<file path="src/hdl/tlik_pkg.sv">
// ----------------------------------------------------------------------------
// tlik_pkg
// shared types and constants for the two-link inverse kinematics core
// ----------------------------------------------------------------------------
package tlik_pkg;

    // cordic angle table, 32 fraction bits
    localparam logic [31:0] ATAN_Q32 [32] = '{
        32'd3373259426, 32'd1991351317, 32'd1052175346, 32'd534100634,
        32'd268086747, 32'd134174062, 32'd67103403, 32'd33553749,
        32'd16777130, 32'd8388597, 32'd4194302, 32'd2097151,
        32'd1048575, 32'd524287, 32'd262143, 32'd131071,
        32'd65535, 32'd32767, 32'd16383, 32'd8191, 32'd4095, 32'd2047,
        32'd1023, 32'd511, 32'd255, 32'd127, 32'd63, 32'd31,
        32'd15, 32'd7, 32'd3, 32'd1
    };

    localparam logic signed [35:0] PI_Q32      = 36'sd13493037705;
    localparam logic signed [35:0] HALF_PI_Q32 = 36'sd6746518852;

    // register indexes
    localparam logic [2:0] REG_SHOULDER_HEIGHT = 3'd0;
    localparam logic [2:0] REG_UPPER_ARM       = 3'd1;
    localparam logic [2:0] REG_FOREARM         = 3'd2;
    localparam logic [2:0] REG_WRIST_OFFSET    = 3'd3;
    localparam logic [2:0] REG_MIN_REACH       = 3'd4;
    localparam logic [2:0] REG_REACH_MARGIN    = 3'd5;

    // pipeline control per stage, not used by the modules
    typedef struct packed {
        logic valid;
    } tlik_ctl_t;

endpackage

</file>
<file path="src/hdl/tlik_isqrt.sv">
// ----------------------------------------------------------------------------
// tlik_isqrt
// pipelined floor square root, two result bits per stage
// ----------------------------------------------------------------------------
module tlik_isqrt
    import tlik_pkg::*;
#(
    parameter int IN_W = 64,
    parameter int TAG_W = 8
)
(
    input  logic                 clk,
    input  logic                 rst_n,
    input  logic                 adv,
    input  logic                 in_valid,
    input  logic [IN_W-1:0]      in_val,
    input  logic [TAG_W-1:0]     in_tag,
    output logic                 out_valid,
    output logic [IN_W/2-1:0]    out_root,
    output logic [TAG_W-1:0]     out_tag
);
    localparam int RW = IN_W / 2;
    localparam int NS = (RW + 1) / 2;

    logic [NS:0]            vld_reg;
    logic [IN_W-1:0]        rem_reg  [NS+1];
    logic [RW-1:0]          root_reg [NS+1];
    logic [IN_W-1:0]        src_reg  [NS+1];
    logic [TAG_W-1:0]       tag_reg  [NS+1];

    // stage entry
    always_ff @(posedge clk or negedge rst_n)
    begin
        if (!rst_n)
            vld_reg[0] <= 1'b0;
        else if (adv)
            vld_reg[0] <= in_valid;
    end

    always_ff @(posedge clk)
    begin
        if (adv)
        begin
            rem_reg[0]  <= '0;
            root_reg[0] <= '0;
            src_reg[0]  <= in_val;
            tag_reg[0]  <= in_tag;
        end
    end

    // two restoring digit steps per stage
    for (genvar s = 0; s < NS; s++)
    begin : g_stage
        logic [IN_W-1:0] rem_next;
        logic [RW-1:0]   root_next;
        logic [IN_W-1:0] src_next;

        always_comb
        begin
            logic [IN_W+1:0] trial;
            logic [IN_W+1:0] remx;
            trial     = '0;
            remx      = '0;
            rem_next  = rem_reg[s];
            root_next = root_reg[s];
            src_next  = src_reg[s];
            for (int k = 0; k < 2; k++)
            begin
                if (2 * s + k < RW)
                begin
                    remx  = {rem_next, src_next[IN_W-1 -: 2]};
                    trial = {root_next, 2'b01};
                    src_next = {src_next[IN_W-3:0], 2'b00};
                    if (remx >= trial)
                    begin
                        rem_next  = IN_W'(remx - trial);
                        root_next = {root_next[RW-2:0], 1'b1};
                    end
                    else
                    begin
                        rem_next  = IN_W'(remx);
                        root_next = {root_next[RW-2:0], 1'b0};
                    end
                end
            end
        end

        always_ff @(posedge clk or negedge rst_n)
        begin
            if (!rst_n)
                vld_reg[s+1] <= 1'b0;
            else if (adv)
                vld_reg[s+1] <= vld_reg[s];
        end

        always_ff @(posedge clk)
        begin
            if (adv)
            begin
                rem_reg[s+1]  <= rem_next;
                root_reg[s+1] <= root_next;
                src_reg[s+1]  <= src_next;
                tag_reg[s+1]  <= tag_reg[s];
            end
        end
    end

    assign out_valid = vld_reg[NS];
    assign out_root  = root_reg[NS];
    assign out_tag   = tag_reg[NS];
endmodule

</file>
<file path="config.mk">
export PLATFORM = sky130hd
export DESIGN_NAME = tlik_isqrt
export DESIGN_NICKNAME = d
export VERILOG_FILES = /design/src/hdl/tlik_pkg.sv /design/src/hdl/tlik_isqrt.sv
export SDC_FILE = /design/constraint.sdc
export NUM_CORES = 2
export LEC_CHECK = 0
export BUFFER_PORTS_ARGS = -buffer_cell sky130_fd_sc_hd__clkbuf_2
export CORE_MARGIN = 4
export CORE_UTILIZATION = 37
export CTS_CLUSTER_DIAMETER = 30
export DETAILED_ROUTE_END_ITERATION = 16
export PLACE_DENSITY = 0.52
export SLEW_MARGIN = 20
export SYNTH_ARGS = -nofsm -noshare
export SYNTH_HDL_FRONTEND = slang
export SYNTH_SLANG_ARGS = --single-unit
</file>
<file path="constraint.sdc">
create_clock -name clk -period 12.65 [get_ports clk]
set_clock_uncertainty 0.15 [all_clocks]
set_input_delay 0 -clock clk [delete_from_list [all_inputs] [get_ports clk]]
set_output_delay 0 -clock clk [all_outputs]
set_load 0.03 [all_outputs]
</file>
Yosys cells after proc, flatten, opt, wreduce, memory -nomap -nowiden
Memory sizes are Yosys's and may differ from the RTL's.
Cells that the tools add are included.
{"block": "totals", "reg_bits": 17, "mem_bits_rw": 2856, "input_bits": 76, "out_inout_bits": 41, "elab_cells": 151, "n_memories": 4}
{"name": "rem_reg", "words": 17, "width": 64, "rd": 16, "rd_clocked_by_memory_dff": 0, "wr": 17, "line_no": "tlik_isqrt.sv:26", "text": "logic [IN_W-1:0] rem_reg [NS+1];"}
{"name": "src_reg", "words": 17, "width": 64, "rd": 16, "rd_clocked_by_memory_dff": 0, "wr": 17, "line_no": "tlik_isqrt.sv:28", "text": "logic [IN_W-1:0] src_reg [NS+1];"}
{"name": "root_reg", "words": 17, "width": 32, "rd": 17, "rd_clocked_by_memory_dff": 0, "wr": 17, "line_no": "tlik_isqrt.sv:27", "text": "logic [RW-1:0] root_reg [NS+1];"}
{"name": "tag_reg", "words": 17, "width": 8, "rd": 17, "rd_clocked_by_memory_dff": 0, "wr": 17, "line_no": "tlik_isqrt.sv:29", "text": "logic [TAG_W-1:0] tag_reg [NS+1];"}
{"block": "op_classes", "n_addsub": 32, "magnitude_cmp": 32, "muxes": 66}
{"operator": "$ge 66x34->1", "n": 32}
{"operator": "$mux 64", "n": 32}
{"operator": "$sub 64x34->64", "n": 32}
{"operator": "$mux 1", "n": 34}

Depth between registers and ports, before layout
An unclocked memory read counts as a cell.
{"block": "logic_depth", "depth_word": 5, "ltp_mapped": 32, "mapped_depth_nobuf": 30}

Worst setup path before layout
Ideal clock, no wire load.
{"block": "synth_path", "path_type": "reg-to-reg", "from": "memory rem_reg[7][33] (netlist: rem_reg[0][481])", "to": "memory rem_reg[8][36] (netlist: rem_reg[0][548]), data pin", "setup_time_ns": 0.266, "t_arrival_ns": 6.952, "required_time_ns": 12.234, "slack_ns": 5.283, "path_stages_with_launch": 30, "path_buffers": 7, "synth_period_minus_slack_ns": 7.367, "path_cell_list": "edfxtp_1 -> or4_4 -> or3_1 -> buf_2 -> or4_4 -> buf_6 -> nor3_2 -> nand2_2 -> inv_2 -> buf_2 -> clkbuf_1 -> buf_1 -> nand2_1 -> nand2_1 -> ha_1 -> a21o_1 -> a21oi_1 -> nor2b_1 -> o21a_1 -> or4b_2 -> a311oi_1 -> a211oi_1 -> a2111o_1 -> or4b_4 -> o211ai_4 -> or3_1 -> buf_4 -> buf_6 -> nor2_1 -> xor2_1"}
{"element": "start: declaration", "line_no": "tlik_isqrt.sv:26"}

==> impl_metrics.py <==
metrics = {
    "outcome": {
        "status": "completed",
    },
    "cts": {
        "clk_latency_ns": 0.96,
        "numCtsBuffers": 453,
        "cts_num_sinks": 1874,
        "clock_path_buffers": 4,
        "cts_root_buffer": "clkbuf_16",
        "cts_resized": 0,
        "cts_tree": "built",
        "htreeDepth": 5,
        "clk_pin_slew_ns": 0.04,
    },
    "finish": {
        "nets": 13600,
        "largest_reg_flops": 905,
        "area_delta_synth_final_pct": 18.3,
        "drive_gt1_share_pct": 9.44,
        "fillers": 31600,
        "layout.cells.non_filler": 17800,
        "final_common_cell": "edfxtp_1",
        "most-common-layout-cells": "edfxtp_1, nor2_1, nand2_1",
    },
    "drt": {
        "firstDrtPassIters": 6,
        "totalWireLength_mm": 416,
        "viasPerCell": 5.70,
        "ant_nets": 0,
        "drt_iter0_drc": 8014,
        "wl_per_cell_um": 23.4,
        "remaining_drc_errors": 0,
        "via_count": 101000,
    },
    "setup_path": {
        "worstPathRequired_ns": 13.16,
        "worstPathArrival_ns": 9.37,
        "critPathMaxFanout": 44,
        "startpoint_type": "flop",
        "crit_path_end_kind": "flop",
        "crit_type": "reg2reg",
    },
    "sta": {
        "worst_pin_slew_ns": 1.18,
        "slew_viol_final": 0,
        "finalSetupTns_ns": 0,
        "fmax_ghz": 0.113,
        "fin_crit_ns": 8.86,
        "hold_viol_final": 0,
        "finalSetupViolations": 0,
        "post-route-period-util_pct": 70.0,
        "slew_headroom_pct": 20.4,
        "fin_ws_ns": 3.79,
        "rsz0062_at_grt": "no",
    },
    "hold_path": {
        "hold_path_class": "in2reg",
    },
    "grt": {
        "grt_first_pass_wirelength_mm": 624,
        "grt-ovfl-total": 0,
        "grt_pass1_vias": 100000,
        "grt_max_degree": 169,
        "grt_antenna_before_repair": 8,
        "grt.total_usage_pct": 23.1,
    },
    "yosys": {
        "synth_edf_count": 1857,
        "async_reset_ff_share_pct": 0.907,
        "yosysSeqAreaShare_pct": 45.2,
        "yosysWarnings": 0,
        "ys.flop_type": "edfxtp_1",
        "synthCells": 12600,
        "ys_ff_latch": 1874,
        "netlist_area_mm2": 0.124,
        "synth.distinct_cells": 119,
        "syn_avg_cell_area_um2": 9.86,
    },
    "pwr": {
        "switching_share_pct": 35.7,
        "peakVddDrop_mv": 0.191,
        "cellPowerDensity_mw_per_mm2": 211,
        "p_switching_mw": 11.1,
        "p_leak_nw": 53.1,
        "p_int_mw": 20.0,
        "p_seq_share_pct": 28.9,
        "comb_power_share_pct": 32.7,
        "pwr-share-clk_pct": 38.4,
    },
    "floorplan": {
        "die_h_um": 587,
        "num_rows": 212,
        "coreArea_mm2": 0.334,
        "ios": 117,
        "die-area_mm2": 0.345,
        "start_util_pct": 37.2,
        "die_w_um": 587,
    },
    "placed_design": {
        "dp_cells": 16800,
        "dpl.hpwl_mm": 326,
        "globalplace.congestion": 0.937,
        "pre_cts_ws_ns": 3.99,
        "portBuffers": 116,
    },
    "run": {
        "max-cap-violations": 0,
    },
}
-- critical path: stages (launching register included) --
cell and delay (ns):
edfxtp_1 0.54, or3_1 0.47, nor4_1 0.59, nand4_1 0.26, a41oi_1 0.44, and2_1 0.46
nand2_1 0.15, inv_2 0.46, nor2_1 0.10, nor2_1 0.20, ha_1 0.32, a21oi_1 0.30
o21ai_0 0.15, a221oi_1 0.36, o21ai_0 0.18, a221oi_1 0.41, nor2_1 0.08, nor3_1 0.37
o21ai_0 0.24, a21bo_2 0.27, nor4_1 0.21, and3_1 0.70, inv_2 0.52, nand4b_1 0.37
nor3_1 0.09, xnor2_1 0.14
-- synth_stat cells, drive strengths merged, types with 57 or more instances --
master / n / area, um^2
a211oi: 94 / 711
a21o: 295 / 2210
a21oi: 794 / 3970
a31oi: 75 / 469
and2: 90 / 563
and3: 120 / 751
buf: 100 / 518
clkbuf: 329 / 1230
edfxtp: 1857 / 55800
ha: 557 / 6970
inv: 563 / 2120
mux2: 79 / 890
nand2: 1019 / 3830
nand2b: 140 / 876
nand3: 377 / 1890
nand3b: 61 / 458
nand4: 266 / 1670
nand4b: 57 / 499
nor2: 1102 / 4150
nor2b: 121 / 757
nor3: 517 / 2650
nor3b: 63 / 483
nor4: 316 / 2060
o211ai: 82 / 629
o21a: 102 / 766
o21ai: 500 / 2510
o21bai: 81 / 608
o31ai: 90 / 681
or2: 107 / 669
or3: 240 / 1500
or4: 173 / 1310
xnor2: 962 / 8430
xor2: 554 / 4850
-- metrics by stage --
| step | total power [mW] | util, % | hold WS [ns] | cell area [um^2] |
|---|---|---|---|---|
| finish | 31.1 | 44.0 | 0.0473 | 147000 |
| global route | 32.8 | 44.0 | 0.0462 | 147000 |
| CTS | 31.3 | 44.0 | 0.00796 | 147000 |
| detailed placement | 19.1 | 38.7 | -0.192 | 129000 |
| global placement | 19.1 | 38.7 | -0.197 | 129000 |
| floorplan | 15.8 | - | -0.446 | 124000 |
-- cell families (layout without fill, tap and decap cells) --
group	after synthesis	count (layout)	share of synthesized area [%]
flip-flops	1874	1874	45.2
buffers and inverters	993	1769	3.12
XOR/XNOR	1516	1516	10.7
adder cells (fa/ha/maj)	557	557	5.61
AO/OA/AOI/OAI	2598	2598	13.6
multiplexers	106	106	0.934
other	1	4	0.00302
AND/OR/NAND/NOR	4947	4947	20.8
-- cell type report --
class	instances	area [um^2]	share of cell area (%)
Antenna cell	2	5.00	0.00341
Clock buffer	501	11600	7.91
Clock inverter	347	4410	3.00
Inverter	564	2120	1.44
Multi-Input combinational cell	9726	64200	43.7
Sequential cell	1874	56200	38.2
Tap cell	4387	5490	3.74
Timing Repair Buffer	357	2840	1.94
-- power by group through the flow --
stage | Combinational, mW | Sequential, mW | Clock [mW]
floorplan | 7.27 | 8.49 | 0
global placement | 10.0 | 9.06 | 0
detailed placement | 10.0 | 9.07 | 0
CTS | 10.1 | 8.97 | 12.2
global route | 11.1 | 9.05 | 12.6
finish | 10.2 | 8.97 | 11.9
-- worst paths after layout --
| kind | start | end | slack, ns | cells after the start |
|---|---|---|---|---|
| max | rem_reg[0][738] | rem_reg[0][805] | 3.79 | 25 |
| min in group asynchronous | rst_n | vld_reg[0] | 0.60 | 4 |
| min | adv | src_reg[0][306] | 0.05 | 2 |
| max reg2reg | rem_reg[0][738] | rem_reg[0][805] | 3.79 | 25 |
| max in group asynchronous | rst_n | vld_reg[13] | 11.28 | 4 |
| min reg2reg | src_reg[0][178] | src_reg[0][246] | 0.25 | 0 |
-- per-layer routing --
metal  track usage (%)  part of all wire, %  up-vias
li1                  -                    -    48000
met1              28.6                   41    49300
met2              40.3                   49     3046
met3              3.01                  4.9      839
met4              10.2                  4.7        4
met5                 0               0.0065        -
-- timing repair --
item / 4_1_cts / 5_1_grt
setup buffers: 0 / 0
hold buffers: 150 / 0
endpoints found under the hold margin: 627 / 0
No activity file was read; power rests on OpenSTA's default activity.
